File: config.mk
export PLATFORM = sky130hd
export DESIGN_NAME = c_like_lexical_scanner_unit
export DESIGN_NICKNAME = d
export VERILOG_FILES = /design/src/hdl/clsu_pkg.sv /design/src/hdl/clsu_step.sv /design/src/hdl/c_like_lexical_scanner_unit.sv
export SDC_FILE = /design/constraint.sdc
export NUM_CORES = 1
export LEC_CHECK = 0
export ABC_AREA = 1
export BUFFER_PORTS_ARGS = -buffer_cell sky130_fd_sc_hd__buf_2
export CORE_UTILIZATION = 30
export CTS_BUF_LIST = sky130_fd_sc_hd__clkbuf_8
export CTS_CLUSTER_DIAMETER = 60
export DETAILED_ROUTE_END_ITERATION = 8
export HOLD_SLACK_MARGIN = 0.15
export PLACE_DENSITY_LB_ADDON = 0.1
export SETUP_SLACK_MARGIN = 0.3
export SYNTH_ARGS = -nofsm -noshare
export SYNTH_HDL_FRONTEND = slang
export SYNTH_HIERARCHICAL = 1
export SYNTH_SLANG_ARGS = --single-unit
File: constraint.sdc
create_clock -name clock -period 4.85 [get_ports clock]
set_input_delay 0.2425 -clock clock [delete_from_list [all_inputs] [get_ports clock]]
set_output_delay 0.2425 -clock clock [all_outputs]
set_load 0.005 [all_outputs]
File: src/hdl/clsu_pkg.sv
// Package for the C-like lexical scanner unit: token and scan-mode types,
// lexeme lookup functions and sizing constants.
// No dependencies; imported by clsu_step, c_like_lexical_scanner_unit and its testbench.
package clsu_pkg;

   localparam int POS_WIDTH       = 16;
   localparam int OUT_POS_WIDTH   = 16;
   localparam int MAX_KEYWORD_LEN = 8;
   localparam int WORD_BITS       = 8 * MAX_KEYWORD_LEN;
   localparam int QUEUE_DEPTH     = 4;
   localparam int QUEUE_AW        = $clog2(QUEUE_DEPTH);
   localparam int QUEUE_CW        = $clog2(QUEUE_DEPTH + 1);

   localparam logic [POS_WIDTH-1:0] POS_MAX = {POS_WIDTH{1'b1}};

   typedef enum logic [5:0] {
      TK_LPAREN, TK_RPAREN, TK_LBRACE, TK_RBRACE, TK_LBRACK, TK_RBRACK,
      TK_COMMA, TK_SEMI, TK_KW_IF, TK_KW_ELSE, TK_KW_FOR, TK_KW_WHILE,
      TK_KW_CONTINUE, TK_KW_BREAK, TK_KW_RETURN, TK_NOT, TK_INC, TK_DEC,
      TK_ASSIGN, TK_AND_AND, TK_OR_OR, TK_PLUS, TK_MINUS, TK_STAR, TK_SLASH,
      TK_PERCENT, TK_LT, TK_LE, TK_GT, TK_GE, TK_EQ, TK_NE, TK_KW_INT,
      TK_KW_STRING, TK_KW_VOID, TK_KW_TRUE, TK_KW_FALSE, TK_INT_LIT,
      TK_STR_LIT, TK_IDENT, TK_END, TK_INVALID
   } token_kind_type;

   typedef enum logic [3:0] {
      MODE_IDLE, MODE_INT, MODE_IDENT, MODE_STR, MODE_STR_ESC,
      MODE_LINE_CMT, MODE_BLK_CMT, MODE_BLK_STAR, MODE_OP
   } scan_mode_type;

   typedef struct packed {
      scan_mode_type          mode;
      logic [7:0]             pending;
      logic [POS_WIDTH-1:0]   tstart;
      logic [POS_WIDTH-1:0]   pos;
      logic [WORD_BITS-1:0]   wbuf;
      logic [3:0]             wlen;
   } scan_state_type;

   typedef struct packed {
      token_kind_type           kind;
      logic [OUT_POS_WIDTH-1:0] start_pos;
      logic [OUT_POS_WIDTH-1:0] end_pos;
      logic                     last;
   } token_type;

   // Single-character lexemes; anything else is an invalid character.
   function automatic token_kind_type single_kind(input logic [7:0] c);
      token_kind_type k;
      case (c)
         "(":     k = TK_LPAREN;
         ")":     k = TK_RPAREN;
         "{":     k = TK_LBRACE;
         "}":     k = TK_RBRACE;
         "[":     k = TK_LBRACK;
         "]":     k = TK_RBRACK;
         ",":     k = TK_COMMA;
         ";":     k = TK_SEMI;
         "!":     k = TK_NOT;
         "=":     k = TK_ASSIGN;
         "+":     k = TK_PLUS;
         "-":     k = TK_MINUS;
         "*":     k = TK_STAR;
         "/":     k = TK_SLASH;
         "%":     k = TK_PERCENT;
         "<":     k = TK_LT;
         ">":     k = TK_GT;
         default: k = TK_INVALID;
      endcase
      return k;
   endfunction

   // Two-character operators; hit is low when the pair is not a lexeme.
   function automatic logic [6:0] pair_kind(input logic [7:0] a, input logic [7:0] b);
      token_kind_type k;
      logic           hit;
      hit = 1'b1;
      case ({a, b})
         "++":    k = TK_INC;
         "--":    k = TK_DEC;
         "&&":    k = TK_AND_AND;
         "||":    k = TK_OR_OR;
         "<=":    k = TK_LE;
         ">=":    k = TK_GE;
         "==":    k = TK_EQ;
         "!=":    k = TK_NE;
         default: begin
            k   = TK_INVALID;
            hit = 1'b0;
         end
      endcase
      return {hit, k};
   endfunction

   // The word buffer holds the identifier bytes right-justified, so a
   // keyword matches when both its length and its packed text agree.
   function automatic token_kind_type word_kind(input logic [WORD_BITS-1:0] wbuf,
                                                input logic [3:0] wlen);
      token_kind_type k;
      k = TK_IDENT;
      if (wlen <= 4'(MAX_KEYWORD_LEN)) begin
         if (wlen == 4'd2 && wbuf == WORD_BITS'("if"))       k = TK_KW_IF;
         if (wlen == 4'd4 && wbuf == WORD_BITS'("else"))     k = TK_KW_ELSE;
         if (wlen == 4'd3 && wbuf == WORD_BITS'("for"))      k = TK_KW_FOR;
         if (wlen == 4'd5 && wbuf == WORD_BITS'("while"))    k = TK_KW_WHILE;
         if (wlen == 4'd8 && wbuf == WORD_BITS'("continue")) k = TK_KW_CONTINUE;
         if (wlen == 4'd5 && wbuf == WORD_BITS'("break"))    k = TK_KW_BREAK;
         if (wlen == 4'd6 && wbuf == WORD_BITS'("return"))   k = TK_KW_RETURN;
         if (wlen == 4'd3 && wbuf == WORD_BITS'("int"))      k = TK_KW_INT;
         if (wlen == 4'd6 && wbuf == WORD_BITS'("string"))   k = TK_KW_STRING;
         if (wlen == 4'd4 && wbuf == WORD_BITS'("void"))     k = TK_KW_VOID;
         if (wlen == 4'd4 && wbuf == WORD_BITS'("true"))     k = TK_KW_TRUE;
         if (wlen == 4'd5 && wbuf == WORD_BITS'("false"))    k = TK_KW_FALSE;
      end
      return k;
   endfunction

   function automatic logic [POS_WIDTH-1:0] sat_inc(input logic [POS_WIDTH-1:0] p);
      return (p == POS_MAX) ? POS_MAX : p + 1'b1;
   endfunction

   function automatic token_type mk_tok(input token_kind_type k,
                                        input logic [POS_WIDTH-1:0] s,
                                        input logic [POS_WIDTH-1:0] e);
      token_type t;
      t.kind      = k;
      t.start_pos = OUT_POS_WIDTH'(s);
      t.end_pos   = OUT_POS_WIDTH'(e);
      t.last      = 1'b0;
      return t;
   endfunction

endpackage

File: src/hdl/clsu_step.sv
// Next-state and token logic of the scanner for one character.
// Purely combinational; depends on clsu_pkg.
module clsu_step
   import clsu_pkg::*;
(
   input  scan_state_type cur,
   input  logic [7:0]     ch,
   output scan_state_type nxt,
   output token_type      tok0,
   output token_type      tok1,
   output logic [1:0]     tok_cnt
);

   logic                 c_space;
   logic                 c_digit;
   logic                 c_alpha;
   logic                 c_oplead;
   logic [POS_WIDTH-1:0] pos_inc;
   logic [POS_WIDTH-1:0] tstart_inc;
   logic [6:0]           pair_res;
   token_type            tok_v [2];
   logic [1:0]           n;
   logic                 do_start;

   assign c_space    = (ch == " ") || (ch inside {[8'd9:8'd13]});
   assign c_digit    = ch inside {["0":"9"]};
   assign c_alpha    = ch inside {["a":"z"], ["A":"Z"]};
   assign c_oplead   = ch inside {"!", "+", "-", "=", "&", "|", "<", ">", "/"};
   assign pos_inc    = sat_inc(cur.pos);
   assign tstart_inc = sat_inc(cur.tstart);
   assign pair_res   = pair_kind(cur.pending, ch);

   always_comb begin
      nxt      = cur;
      tok_v[0] = '0;
      tok_v[1] = '0;
      n        = 2'd0;
      do_start = 1'b0;
      if (ch == 8'd0) begin
         // End of source: flush the open token, then the end token.
         case (cur.mode)
            MODE_INT: begin
               tok_v[0] = mk_tok(TK_INT_LIT, cur.tstart, cur.pos);
               n = 2'd1;
            end
            MODE_IDENT: begin
               tok_v[0] = mk_tok(word_kind(cur.wbuf, cur.wlen), cur.tstart, cur.pos);
               n = 2'd1;
            end
            MODE_STR, MODE_STR_ESC: begin
               tok_v[0] = mk_tok(TK_STR_LIT, cur.tstart, cur.pos);
               n = 2'd1;
            end
            MODE_OP: begin
               tok_v[0] = mk_tok(single_kind(cur.pending), cur.tstart, tstart_inc);
               n = 2'd1;
            end
            default: ;
         endcase
         tok_v[n[0]] = mk_tok(TK_END, cur.pos, cur.pos);
         n           = n + 2'd1;
         nxt         = '0;
         nxt.mode    = MODE_IDLE;
      end else begin
         case (cur.mode)
            MODE_LINE_CMT: begin
               if (ch == "\n") nxt.mode = MODE_IDLE;
            end
            MODE_BLK_CMT: begin
               if (ch == "*") nxt.mode = MODE_BLK_STAR;
            end
            MODE_BLK_STAR: begin
               if (ch == "/") nxt.mode = MODE_IDLE;
               else if (ch != "*") nxt.mode = MODE_BLK_CMT;
            end
            MODE_STR: begin
               if (ch == "\"") begin
                  tok_v[0] = mk_tok(TK_STR_LIT, cur.tstart, pos_inc);
                  n        = 2'd1;
                  nxt.mode = MODE_IDLE;
               end else if (ch == "\\") begin
                  nxt.mode = MODE_STR_ESC;
               end
            end
            MODE_STR_ESC: nxt.mode = MODE_STR;
            MODE_INT: begin
               if (!c_digit) begin
                  tok_v[0] = mk_tok(TK_INT_LIT, cur.tstart, cur.pos);
                  n        = 2'd1;
                  do_start = 1'b1;
               end
            end
            MODE_IDENT: begin
               if (c_alpha || c_digit || ch == "_") begin
                  nxt.wbuf = {cur.wbuf[WORD_BITS-9:0], ch};
                  if (cur.wlen != 4'd15) nxt.wlen = cur.wlen + 4'd1;
               end else begin
                  tok_v[0] = mk_tok(word_kind(cur.wbuf, cur.wlen), cur.tstart, cur.pos);
                  n        = 2'd1;
                  do_start = 1'b1;
               end
            end
            MODE_OP: begin
               if (cur.pending == "/" && ch == "/") begin
                  nxt.mode = MODE_LINE_CMT;
               end else if (cur.pending == "/" && ch == "*") begin
                  nxt.mode = MODE_BLK_CMT;
               end else if (pair_res[6]) begin
                  tok_v[0] = mk_tok(token_kind_type'(pair_res[5:0]), cur.tstart, pos_inc);
                  n        = 2'd1;
                  nxt.mode = MODE_IDLE;
               end else begin
                  tok_v[0] = mk_tok(single_kind(cur.pending), cur.tstart, tstart_inc);
                  n        = 2'd1;
                  do_start = 1'b1;
               end
            end
            default: do_start = 1'b1;
         endcase

         // A character that begins a new token, or stands alone as one.
         if (do_start) begin
            nxt.mode = MODE_IDLE;
            if (!c_space) begin
               nxt.tstart = cur.pos;
               if (c_digit) begin
                  nxt.mode = MODE_INT;
               end else if (c_alpha || ch == "_") begin
                  nxt.mode = MODE_IDENT;
                  nxt.wbuf = WORD_BITS'(ch);
                  nxt.wlen = 4'd1;
               end else if (ch == "\"") begin
                  nxt.mode = MODE_STR;
               end else if (c_oplead) begin
                  nxt.mode    = MODE_OP;
                  nxt.pending = ch;
               end else begin
                  tok_v[n[0]] = mk_tok(single_kind(ch), cur.pos, pos_inc);
                  n           = n + 2'd1;
               end
            end
         end
         nxt.pos = pos_inc;
      end
      if (n != 2'd0) tok_v[~n[0]].last = 1'b1;
   end

   assign tok0    = tok_v[0];
   assign tok1    = tok_v[1];
   assign tok_cnt = n;

endmodule

File: src/hdl/c_like_lexical_scanner_unit.sv
// Top level of the C-like lexical scanner unit; depends on clsu_pkg and clsu_step.
// A character word waits in the input register until the token queue has room; it is then
// scanned, and its tokens enter the queue, whose head stays on the rsp_ ports until taken.
// Throughput: one character per cycle while the token queue has two free slots; a character
// that closes a token and is itself a one-character token (or a 0 closing an open token)
// emits two, and the queue drains one per cycle. Reset empties it; the scanner goes idle.
module c_like_lexical_scanner_unit
   import clsu_pkg::*;
(
   input  logic                     clock,
   input  logic                     reset,
   input  logic                     req_valid,
   output logic                     req_ready,
   input  logic [7:0]               req_ch,
   output logic                     rsp_valid,
   input  logic                     rsp_ready,
   output logic [5:0]               rsp_token_kind,
   output logic [OUT_POS_WIDTH-1:0] rsp_start_pos,
   output logic [OUT_POS_WIDTH-1:0] rsp_end_pos,
   output logic                     rsp_last_of_run
);

   // Input register: holds one character word until the scanner takes it.
   logic                in_valid_ff;
   logic                in_valid_in;
   logic [7:0]          in_ch_ff;

   // Scanner state, updated once per character. Reset and a character 0 both return it
   // to idle with offsets counting from zero.
   scan_state_type      state_ff;
   scan_state_type      state_in;

   // Token queue that serves as the result register. It is only written when it
   // has room for the two tokens a character may produce, so the scan stage never
   // has to hold a half-delivered character.
   token_type           q_ff [QUEUE_DEPTH];
   logic [QUEUE_AW-1:0] head_ff;
   logic [QUEUE_AW-1:0] head_in;
   logic [QUEUE_AW-1:0] tail_ff;
   logic [QUEUE_AW-1:0] tail_in;
   logic [QUEUE_CW-1:0] count_ff;
   logic [QUEUE_CW-1:0] count_in;

   token_type           tok0;
   token_type           tok1;
   logic [1:0]          tok_cnt;
   logic                advance;
   logic                pop;
   token_type           head_tok;

   clsu_step u_step (
      .cur     (state_ff),
      .ch      (in_ch_ff),
      .nxt     (state_in),
      .tok0    (tok0),
      .tok1    (tok1),
      .tok_cnt (tok_cnt)
   );

   // The held character is scanned when the queue has two free slots; the input
   // register refills in the same cycle, so characters stream at one per cycle.
   assign advance     = in_valid_ff && (count_ff <= QUEUE_CW'(QUEUE_DEPTH - 2));
   assign req_ready   = !in_valid_ff || advance;
   assign in_valid_in = (req_valid && req_ready) || (in_valid_ff && !advance);

   assign head_tok        = q_ff[head_ff];
   assign rsp_valid       = (count_ff != '0);
   assign pop             = rsp_valid && rsp_ready;
   assign rsp_token_kind  = head_tok.kind;
   assign rsp_start_pos   = head_tok.start_pos;
   assign rsp_end_pos     = head_tok.end_pos;
   assign rsp_last_of_run = head_tok.last;

   always_comb begin
      head_in  = head_ff + QUEUE_AW'(pop);
      tail_in  = tail_ff;
      count_in = count_ff - QUEUE_CW'(pop);
      if (advance) begin
         tail_in  = tail_ff + QUEUE_AW'(tok_cnt);
         count_in = count_in + QUEUE_CW'(tok_cnt);
      end
   end

   always_ff @(posedge clock) begin
      if (reset) begin
         in_valid_ff <= 1'b0;
         state_ff    <= '0;
         head_ff     <= '0;
         tail_ff     <= '0;
         count_ff    <= '0;
      end else begin
         in_valid_ff <= in_valid_in;
         if (advance) state_ff <= state_in;
         head_ff     <= head_in;
         tail_ff     <= tail_in;
         count_ff    <= count_in;
      end
   end

   // Payload registers carry no reset.
   always_ff @(posedge clock) begin
      if (req_valid && req_ready) in_ch_ff <= req_ch;
      if (advance && tok_cnt != 2'd0) q_ff[tail_ff] <= tok0;
      if (advance && tok_cnt == 2'd2) q_ff[tail_ff + QUEUE_AW'(1)] <= tok1;
   end

`ifndef SYNTHESIS
   // The queue never holds more tokens than it has slots.
   a_queue_bound: assert property (@(posedge clock) disable iff (reset)
      count_ff <= QUEUE_CW'(QUEUE_DEPTH))
      else $error("token queue overflow");

   // The end of source always yields at least the end token.
   a_end_emits: assert property (@(posedge clock) disable iff (reset)
      (advance && in_ch_ff == 8'd0) |-> (tok_cnt != 2'd0))
      else $error("end of source produced no token");

   // After the end of source the offset counter restarts from zero.
   a_end_restart: assert property (@(posedge clock) disable iff (reset)
      (advance && in_ch_ff == 8'd0) |=> (state_ff.pos == '0 && state_ff.mode == MODE_IDLE))
      else $error("scanner did not restart after end of source");

   // An end token is always the last token of its character.
   a_end_last: assert property (@(posedge clock) disable iff (reset)
      (rsp_valid && rsp_token_kind == TK_END) |-> rsp_last_of_run)
      else $error("end token not marked last");
`endif

endmodule

After elaboration in Yosys (flattened, before gate mapping)
Memory sizes are Yosys's and may differ from the RTL's. A register that Yosys moved wholly into a read port is not among the register bits.
Cells that the tools add are included.

word-level totals
  output and inout bits = 41
  memory bits (writable) = 156
  bits in registers = 128
  bits of input ports = 12
  memories kept = 1
  bits in read-only memories = 0
  latch bits = 0

memories
  name  words  bits a word  rd ports  clocked after Yosys merged registers in  write ports  line                               text
  q_ff  4      39           1         1                                        2            c_like_lexical_scanner_unit.sv:36  token_type q_ff [QUEUE_DEPTH];

operators by class
  muxes and demuxes = 109
  equality and inequality tests = 89
  bitwise logic cells = 4
  $lt $le $gt $ge = 16
  reductions and logical operators = 50
  multiply operators = 0
  shift-type cells = 0
  div/mod/pow operators = 0
  $add $sub $neg = 10

operators with widths
  kind                                              number
  two-way mux 78 bit                                8
  two-way mux 68 bit                                6
  two-way mux 39 bit                                10
  case mux 39 bit (4 select lines)                  2
  bitwise mux 78 bit                                3
  == test 8 x 6 -> 1 bit (second input constant)    29
  case mux 6 bit (17 select lines)                  2
  == test 64 x 31 -> 1 bit (second input constant)  3
  == test 64 x 39 -> 1 bit (second input constant)  3
  == test 64 x 23 -> 1 bit (second input constant)  2
  == test 64 x 47 -> 1 bit (second input constant)  2
  two-way mux 6 bit                                 20
  demux 39 bit (select 1 bit)                       3
  == test 16 x 14 -> 1 bit (second input constant)  7
  two-way mux 112 bit                               1
  == test 8 x 7 -> 1 bit (second input constant)    11
  == test 64 x 15 -> 1 bit (second input constant)  1
  == test 64 x 63 -> 1 bit (second input constant)  1
  two-way mux 28 bit                                2
  two-way mux 4 bit                                 13
  case mux 6 bit (8 select lines)                   1
  adder 16 x 1 -> 16 bit (second input constant)    2
  == test 16 bit (second input constant)            2
  two-way mux 16 bit                                2
  53 further kinds                                  142

Depth between registers and ports, before layout
Gate-level depths: netlist of run 1.

  word-level depth = 28
  gate-level depth with buffers = 22
  mapped depth without buffers = 20

By module
The synthesis of run 1 kept the hierarchy.

modules (own cells, without submodules)
  module                       cells an instance  area an instance (um^2)  instances
  c_like_lexical_scanner_unit  1469               12507.0                  1
  clsu_step                    1571               7159.4                   1

Worst setup path before layout of run 1
No wires, ideal clock.

  path type = register to register
  start = reg in_ch_ff[7]
  end = mem q_ff[1][0] (netlist bit), enable pin
  setup slack = 0.782 ns
  arrival time = 3.543 ns
  period minus slack after synthesis = 4.068 ns
  path buffers = 2
  stages on the path, launching flop included = 19
  cell sequence = edfxtp_1 > nor2_1 > nand3_1 > nor2_2 > nand2_1 > nand2_1 > nor2_2 > nor2_4 > nand2_2 > ha_1 > nand3_1 > a31oi_1 > buf_4 > inv_1 > nand2_1 > nor2_2 > nand2_1 > clkbuf_1 > nand2_1

RTL lines
  what                      line                                text
  start: declaration        c_like_lexical_scanner_unit.sv:26   logic [7:0] in_ch_ff;
  start signal: assignment  c_like_lexical_scanner_unit.sv:102  if (req_valid && req_ready) in_ch_ff <= req_ch;
  end: declaration          c_like_lexical_scanner_unit.sv:36

==> results of run 1 <==
-- area by class of cell --
| class | count | area share (%) |
|---|---|---|
| Timing Repair Buffer | 107 | 3.45 |
| Clock buffer | 63 | 3.98 |
| Sequential cell | 284 | 33.7 |
| Antenna cell | 1 | 0.0115 |
| Tap cell | 855 | 4.91 |
| Inverter | 208 | 3.59 |
| Multi-Input combinational cell | 2368 | 49.5 |
| Clock inverter | 40 | 0.908 |
-- logic make-up (layout without fill, tap and decap cells) --
group                      Yosys count  count (layout)  synth area share, %
AOI/OAI and AO/OA                  493             493                 13.6
xor gates and xnor gates            21              21                0.935
adders and majority gates           13              13                0.865
buffers and inverters              388             418                 8.30
DFF                                284             284                 37.3
other                                0               1                    0
and+or+nand+nor                   1841            1841                 39.1
-- synthesized netlist by cell type (9+ instances only) --
master	number
edfxtp_1	164
clkbuf_1	103
o21ai_0	185
o21bai_1	12
o22ai_1	56
nor2_2	9
buf_2	44
xor2_1	18
a21oi_1	181
nand3_1	326
ha_1	12
nand4_1	44
o21ai_1	22
buf_4	26
nor2_1	410
inv_2	12
nand2_1	959
o211ai_1	15
inv_1	192
nor3_1	54
a22oi_1	10
dfxtp_1	120
-- worst max-delay path, delay by kind of cell (launching register included) --
kind | cells | cell delay (ps)
buffers and inverters | 3 | 1040
DFF | 1 | 500
adders and majority gates | 1 | 250
AOI/OAI and AO/OA | 2 | 370
and+or+nand+nor | 11 | 1690
-- metrics by stage --
step	util, %	area (um2)	power (uW)
5_1_grt	33.7	21800	7950
6_report	33.7	21800	7480
3_3_place_gp	31.9	20600	5160
2_1_floorplan	-	19700	4330
3_5_place_dp	31.9	20600	5190
4_1_cts	33.7	21800	7600
-- placed cells by master (no fill, tap or decap), drive strengths merged, types with 54 or more instances in the layout --
cell / Yosys / final
nor3: 54 / 54
dfxtp: 120 / 120
nand2: 967 / 967
o22ai: 56 / 56
nor2: 425 / 425
nand3: 330 / 330
buf: 77 / 97
inv: 204 / 229
edfxtp: 164 / 164
a21oi: 183 / 183
o21ai: 207 / 207
clkbuf: 103 / 63
-- state kept, by name, summed over array words and instances (netlist names) --
name,count
q_ff,156
state_ff,112
in_ch_ff,8
count_ff,3
head_ff,2
tail_ff,2
in_valid_ff,1
-- power by group through the flow --
| stage | logic [uW] | clock network [uW] | registers (uW) |
|---|---|---|---|
| 5_1_grt | 2540 | 2540 | 2880 |
| 6_report | 2270 | 2350 | 2860 |
| 3_5_place_dp | 2280 | 0 | 2910 |
| 3_3_place_gp | 2260 | 0 | 2910 |
| 2_1_floorplan | 1460 | 0 | 2860 |
| 4_1_cts | 2300 | 2440 | 2860 |
-- worst max path at each step --
| stage | depth (start not counted) | slack (ps) | endpoint | start |
|---|---|---|---|---|
| after floorplan | 18 | 780 | q_ff[1][0]$_DFFE_PP_ | in_ch_ff[7]$_DFFE_PP_ |
| after detailed placement | 17 | 860 | q_ff[3][4]$_DFFE_PP_ | in_ch_ff[3]$_DFFE_PP_ |
| after global placement | 17 | 850 | q_ff[3][3]$_DFFE_PP_ | in_ch_ff[3]$_DFFE_PP_ |
| final | 17 | 820 | q_ff[2][35]$_DFFE_PP_ | in_ch_ff[3]$_DFFE_PP_ |
| after CTS | 17 | 840 | q_ff[2][35]$_DFFE_PP_ | in_ch_ff[3]$_DFFE_PP_ |
| after global routing | 17 | 510 | q_ff[2][27]$_DFFE_PP_ | in_ch_ff[0]$_DFFE_PP_ |
-- routing by layer --
metal / global-route usage [%] / vias to the layer above / part of all wire, %
li1: - / 10100 / -
met1: 31.1 / 9883 / 46
met2: 35.7 / 657 / 45
met3: 3.61 / 133 / 5.7
met4: 8.22 / 0 / 3.3
met5: 0 / - / 0
==> reports/qor.csv, run 1 <==
metric;value;unit
setup bufs post-CTS;0;
syn nets;3065;
fin nets;3051;
GRT Util Overall;22.7;%
dpl cells;3812;
dpl hpwl;51900;um
antenna violations before repair;1;
Worst-path clk slew;60;ps
Critical R2R Capture;q_ff[2][35]$_DFFE_PP_;
CP Capture Type;flip-flop;
Hold Slack;244;ps
register area;7330;um2
hold buffer count at cts;10;
reg2reg path depth;17;
H-Tree Depth;2;
Yosys reg bits;284;
Max IR drop VDD;0.211;mV
unrepaired setup endpoints after global routing;false;
Core Box Area;64600;um2
post-route setup TNS;0;ps
number of synthesized flops with an enable pin;164;
Vias;20700;
Vias/cell;5.28;
Worst slew margin;24.6;%
hold endpoint;head_ff[0]$_SDFF_PP0_;
most used cell, CP;nand2_1;
register area share after synthesis;37.3;%
Comb power frac;30.3;%
latest clock arrival within the worst-skew pair;700;ps
Yosys warning total;6;
std cell rows;93;
Max-Cap Viols;0;
CTS Buf Count;57;
status;completed;
Routed wire per std cell;19.6;um
synth unique cells;47;
Overflow after GRT;0;
crit-path max FO;96;
Die Width;258;um
worst path cell trace;nor2_1 > nand2_1 > nand2_1 > nand2_1 > a21oi_4 > nand3_2 > nand2_2 > ha_1 > nand3_1 > a31oi_1 > buf_4 > inv_1 > nand2_1 > nor2_4 > buf_4 > nand3_1 > nand2_1;
max-slew violations;0;
Synth area leader;edfxtp_1;
post-CTS sizing;0;
Area growth, synth to finish;10.7;%
worst hold path type;in2reg;
Sw Share;38.4;%
DIE AREA;66600;um2
clock buffer depth;3;
flop2flop setup slack;820;ps
top cells by area, synth;edfxtp_1 25%, nand2_1 18%, dfxtp_1 12%, nand3_1 8.3%, nor2_1 7.8%;
Remaining DRCs;0;
global placement routability congestion;0.916;
Mapped Area;19700;um2
Worst Min Path Start;rsp_ready;
Lkg Pwr;0.00890;uW
Switch Pwr;2870;uW
total wire length;77000;um
clock sinks;284;
I/O pins;53;
number of global-route vias before repair;19300;
initial DRC count;1998;
kind of start point of the critical path;flip-flop;
predominant post-synthesis flop cell;edfxtp_1;
maximum clock frequency;248;MHz
Worst Hold Path Cells;5;
async set-reset flop share out of synthesis;0;%
Pwr Density;343;nW/um2
crit path max-delay cell type;buf_4;
Tcrit/Tclk final;83.1;%
die height;258;um
largest net degree at the start of global routing;115;
IO buf count;52;
Finished Layout Cells;3926;
worst path arrival time;4560;ps
Worst Tran Pin Value;1130;ps
# setup viols final;0;
fin crit period;4030;ps
Initial Utilization;30.5;%
share of layout cells above drive strength 1;7.56;%
clk_skew;50.4;ps
pre-CTS setup slack;865;ps
clock share of power;31.5;%
clk root buf;clkbuf_8;
Worst R2R Start;in_ch_ff[3]$_DFFE_PP_;
area share of the largest cell type after synthesis;25.0;%
Cells after Synth;3040;
CP Class;reg2reg;
Antenna Nets Post-Route;0;
drt first pass iters;6;
sequential share of power;38.2;%
first-pass GRT wire length;118000;um
area of the multi-input gates;10800;um2
Layout fillers;7079;
Avg Cell Area, Syn;6.47;um2
internal power;4610;uW
Worst EP required;5380;ps
CTS tree;built;
Final Hold Viols;0;
Slowest Stage Delay on Critical Path;810;ps
final setup margin;819;ps
Note: power is estimated with default switching activity, not from simulation.
==> run 2: changes to the inputs <==
clock period = 3.5 ns   (was 4.85 ns; I/O delays follow)
==> reports/qor.csv, run 2 (synthesis gave the netlist of run 1 again) <==
metric;value;unit
Worst Min Path Start;req_ch[0];
hold endpoint;in_ch_ff[0]$_DFFE_PP_;
total wire length;80300;um
GRT Util Overall;23.1;%
Area growth, synth to finish;21.2;%
post-route setup TNS;0;ps
first-pass GRT wire length;120000;um
Worst-path clk slew;60;ps
largest net degree at the start of global routing;115;
latest clock arrival within the worst-skew pair;720;ps
Comb power frac;31.2;%
Die Width;258;um
maximum clock frequency;318;MHz
number of global-route vias before repair;20100;
Worst slew margin;41.9;%
unrepaired setup endpoints after global routing;true;
CP Class;reg2reg;
clock share of power;33.3;%
kind of start point of the critical path;flip-flop;
fin crit period;3140;ps
# setup viols final;0;
share of layout cells above drive strength 1;13.7;%
max-slew violations;0;
initial DRC count;1601;
Remaining DRCs;0;
sequential share of power;35.5;%
Worst R2R Start;in_ch_ff[3]$_DFFE_PP_;
CP Capture Type;flip-flop;
clock buffer depth;3;
antenna violations before repair;1;
Lkg Pwr;0.00995;uW
die height;258;um
Antenna Nets Post-Route;0;
DP Area;21400;um2
internal power;6960;uW
Max IR drop VDD;0.356;mV
worst hold path type;in2reg;
Max-Cap Viols;0;
CTS Buf Count;58;
CTS tree;built;
Vias;21100;
dpl hpwl;54100;um
fin nets;3185;
std cell rows;93;
worst path arrival time;3520;ps
overall power;11100;uW
IO buf count;52;
Switch Pwr;4180;uW
Tcrit/Tclk final;89.8;%
Critical R2R Capture;q_ff[1][27]$_DFFE_PP_;
clock sinks;284;
most frequent cells in the layout;931 x nand2_1, 388 x nor2_1, 312 x nand3_1;
Routed wire per std cell;19.8;um
I/O pins;53;
global placement routability congestion;0.927;
Worst Tran Pin Value;870;ps
fin area;23800;um2
Final Hold Viols;0;
Worst Hold Path Cells;2;
max reg flops;156;
reg2reg path depth;20;
Vias/cell;5.19;
Initial Utilization;30.5;%
status;completed;
clk root buf;clkbuf_8;
flop2flop setup slack;360;ps
drt first pass iters;7;
Sw Share;37.5;%
Worst EP required;3880;ps
Core Box Area;64600;um2
Worst Setup SP;in_ch_ff[3]$_DFFE_PP_;
clk_skew;81.1;ps
DIE AREA;66600;um2
crit-path max FO;19;
most common cell after layout, fill and taps aside;nand2_1;
Overflow after GRT;0;
largest reg by FF count;q_ff;
H-Tree Depth;2;
Pwr Density;468;nW/um2
top flop regs;q_ff x156, state_ff x112, in_ch_ff x8;
[run 2: per-layer routing]
metal	GRT usage (%)	routed length (um)
met5	0	0
met4	6.07	1770
met3	2.71	4130
met2	39.6	38200
met1	30.6	36200
[run 2: repair_timing]
action	CTS	global route
gates cloned	2	10
pin swaps	13	27
buffers inserted	16	28
gates resized for setup	37	83
endpoints found under the setup margin	306	382
endpoints found under the hold margin	50	0
hold buffers	12	0
[run 2: worst max-delay path by stage]
stage                                        to  slack, ps  depth (start not counted)
final                     q_ff[1][27]$_DFFE_PP_        360                         20
after global routing      q_ff[0][11]$_DFFE_PP_        220                         18
after CTS                 q_ff[1][15]$_DFFE_PP_        300                         18
after detailed placement  q_ff[2][37]$_DFFE_PP_         60                         17
after global placement    q_ff[0][35]$_DFFE_PP_         70                         17
after floorplan            q_ff[3][0]$_DFFE_PP_        300                         20
[run 2: metrics by stage]
| stage | instances | hold WS (ps) | setup WS, ps | util (%) |
|---|---|---|---|---|
| after global placement | 3887 | 354 | 74.5 | 33.1 |
| after floorplan | 3040 | 274 | 304 | - |
| after detailed placement | 3887 | 353 | 63.9 | 33.1 |
| after global routing | 4063 | 186 | 219 | 36.9 |
| after CTS | 4023 | 155 | 299 | 35.6 |
| final | 4063 | 203 | 358 | 36.9 |
[run 2: area by class of cell]
type,count,area [um2]
fillers,6951,40700
multi-input cells,2368,11200
flip-flops and latches,284,7330
repair buffers,240,2220
well taps,855,1070
clock buffers,66,908
inverters,208,783
clock inverters,40,309
diodes,2,5.00
[run 2: worst max-delay path, cell delays in order (launching register included)]
cell	delay, ps
edfxtp_1	430
buf_6	170
nand2_2	110
buf_6	130
nand3_1	70
nand2_1	90
nand2_2	100
nand2_4	100
nand2_2	80
nor2_4	130
nand2_2	80
ha_4	220
nand3_2	90
a31oi_4	90
inv_2	110
nand2_2	60
nor2_4	120
buf_12	160
nand2_8	120
nand2_8	170
buf_16	190
[run 2: power groups by stage]
stage	Combinational, uW	Clock [uW]	Sequential [uW]
global route	3850	3940	3980
detailed placement	3300	0	4030
global placement	3270	0	4030
CTS	3380	3810	3960
floorplan	2040	0	3960
finish	3480	3710	3960
==> run 3: changes to the inputs <==
REMOVE_ABC_BUFFERS = 1   (was not set)
==> reports/qor.csv, run 3 (synthesis gave the netlist of run 1 again) <==
metric;value;unit
post-route setup TNS;0;ps
crit path max-delay cell type;edfxtp_1;
Hold Slack;218;ps
# setup viols final;0;
clk_skew;28.9;ps
Vias;21200;
dpl hpwl;54000;um
H-Tree Depth;2;
GRT Util Overall;23.8;%
WP buf/inv;4;
worst hold path type;in2reg;
Finished Layout Cells;4067;
drt first pass iters;5;
flop2flop setup slack;360;ps
worst path cell trace;buf_6 > nand2_1 > nor2_2 > nand2_1 > nand2_1 > nand2_2 > nand2_4 > nand2_2 > nor2_4 > nand2_2 > ha_4 > nand3_2 > a31oi_4 > inv_2 > nand2_2 > nor2_4 > buf_12 > nand2_8 > nand2_8 > buf_12;
most used cell, CP;nand2_2;
pre-CTS setup slack;127;ps
worst path arrival time;3520;ps
Layout fillers;6969;
Worst EP required;3880;ps
latest clock arrival within the worst-skew pair;690;ps
maximum clock frequency;319;MHz
Critical R2R Capture;q_ff[1][5]$_DFFE_PP_;
number of global-route vias before repair;20300;
final setup margin;362;ps
DIE AREA;66600;um2
Worst R2R Start;in_ch_ff[3]$_DFFE_PP_;
I/O pins;53;
clock share of power;33.7;%
antenna violations before repair;1;
Lkg Pwr;0.00990;uW
dpl cells;3893;
CTS tree;built;
status;completed;
max-slew violations;0;
kind of start point of the critical path;flip-flop;
Comb power frac;31.3;%
internal power;7080;uW
Worst Min Path Start;req_ch[6];
Top delay family on crit path;simple AND/OR/NAND/NOR gates;
max reg flops;156;
global placement routability congestion;0.922;
IO buf count;52;
Vias/cell;5.22;
clock sinks;284;
Max IR drop VDD;0.320;mV
Sw Share;37.1;%
fin crit period;3140;ps
most common cell after layout, fill and taps aside;nand2_1;
Die Width;258;um
Overflow after GRT;0;
Worst Hold Path Cells;2;
hold endpoint;in_ch_ff[6]$_DFFE_PP_;
Final Hold Viols;0;
Remaining DRCs;0;
die height;258;um
most frequent cells in the layout;925 x nand2_1, 391 x nor2_1, 315 x nand3_1;
total wire length;82600;um
overall power;11300;uW
Switch Pwr;4180;uW
Max-Cap Viols;0;
Worst-path clk slew;60;ps
top flop regs;q_ff x156, state_ff x112, in_ch_ff x8;
std cell rows;93;
CP Class;reg2reg;
initial DRC count;1872;
Tcrit/Tclk final;89.7;%
Worst slew margin;30.5;%
crit-path max FO;11;
fin nets;3186;
Area growth, synth to finish;21.6;%
clock buffer depth;3;
CTS Buf Count;59;
area of the multi-input gates;11200;um2
Pwr Density;471;nW/um2
clk root buf;clkbuf_8;
unrepaired setup endpoints after global routing;true;
share of layout cells above drive strength 1;13.8;%
first-pass GRT wire length;123000;um
reg2reg path depth;20;
largest reg by FF count;q_ff;
CP Capture Type;flip-flop;
sequential share of power;35.0;%
register area;7330;um2
Routed wire per std cell;20.3;um
Slowest Stage Delay on Critical Path;520;ps
Antenna Nets Post-Route;0;
Initial Utilization;30.5;%
largest net degree at the start of global routing;97;
Worst Tran Pin Value;1040;ps
Core Box Area;64600;um2
==> run 3: through the flow <==
step                cell area, um2  utilization (%)
global placement             21400             33.2
detailed placement           21400             33.2
floorplan                    18800                -
global route                 23900             37.0
finish                       23900             37.0
CTS                          23100             35.8
==> run 3: worst max path at each step <==
| stage | startpoint | slack [ps] | end | depth (start not counted) |
|---|---|---|---|---|
| global placement | in_ch_ff[3]$_DFFE_PP_ | 20 | state_ff[104]$_SDFFE_PP0N_ | 16 |
| CTS | in_ch_ff[0]$_DFFE_PP_ | 260 | q_ff[0][38]$_DFFE_PP_ | 18 |
| detailed placement | in_ch_ff[3]$_DFFE_PP_ | 130 | state_ff[104]$_SDFFE_PP0N_ | 16 |
| floorplan | in_ch_ff[3]$_DFFE_PP_ | -6950 | q_ff[0][0]$_DFFE_PP_ | 11 |
| global route | in_ch_ff[3]$_DFFE_PP_ | 210 | q_ff[1][17]$_DFFE_PP_ | 18 |
| finish | in_ch_ff[3]$_DFFE_PP_ | 360 | q_ff[1][5]$_DFFE_PP_ | 20 |
==> run 3: routing by layer <==
layer	share of wire [%]	global-route usage, %	vias up
met4	2.7	6.80	0
met2	49	41.1	598
met5	0	0	-
met3	5.4	3.46	136
met1	43	30.8	10200
li1	-	-	10300
==> run 3: cell type report <==
type / instances / share of cell area, %
antenna: 1 / 0.0105
clock buffer: 70 / 4.03
clock inverter: 41 / 1.23
inverter: 208 / 3.27
multi-input combinational: 2368 / 46.8
sequential: 284 / 30.7
tap: 855 / 4.47
timing repair buffer: 240 / 9.48
==> run 3: repair_timing <==
action / 4_1_cts / 5_1_grt
pin swaps: 7 / 29
setup buffers: 15 / 24
hold buffers: 13 / 0
cloned: 2 / 8
endpoints found under the setup margin: 364 / 374
resized for setup: 33 / 100
hold endpoints to repair: 66 / 0
==> run 3: power groups by stage <==
stage               clock network [uW]  logic [uW]  registers (uW)
global placement                     0        3360            4010
CTS                               3910        3450            3940
finish                            3800        3520            3940
detailed placement                   0        3380            4010
floorplan                            0        1760            4040
global route                      4030        3920            3960
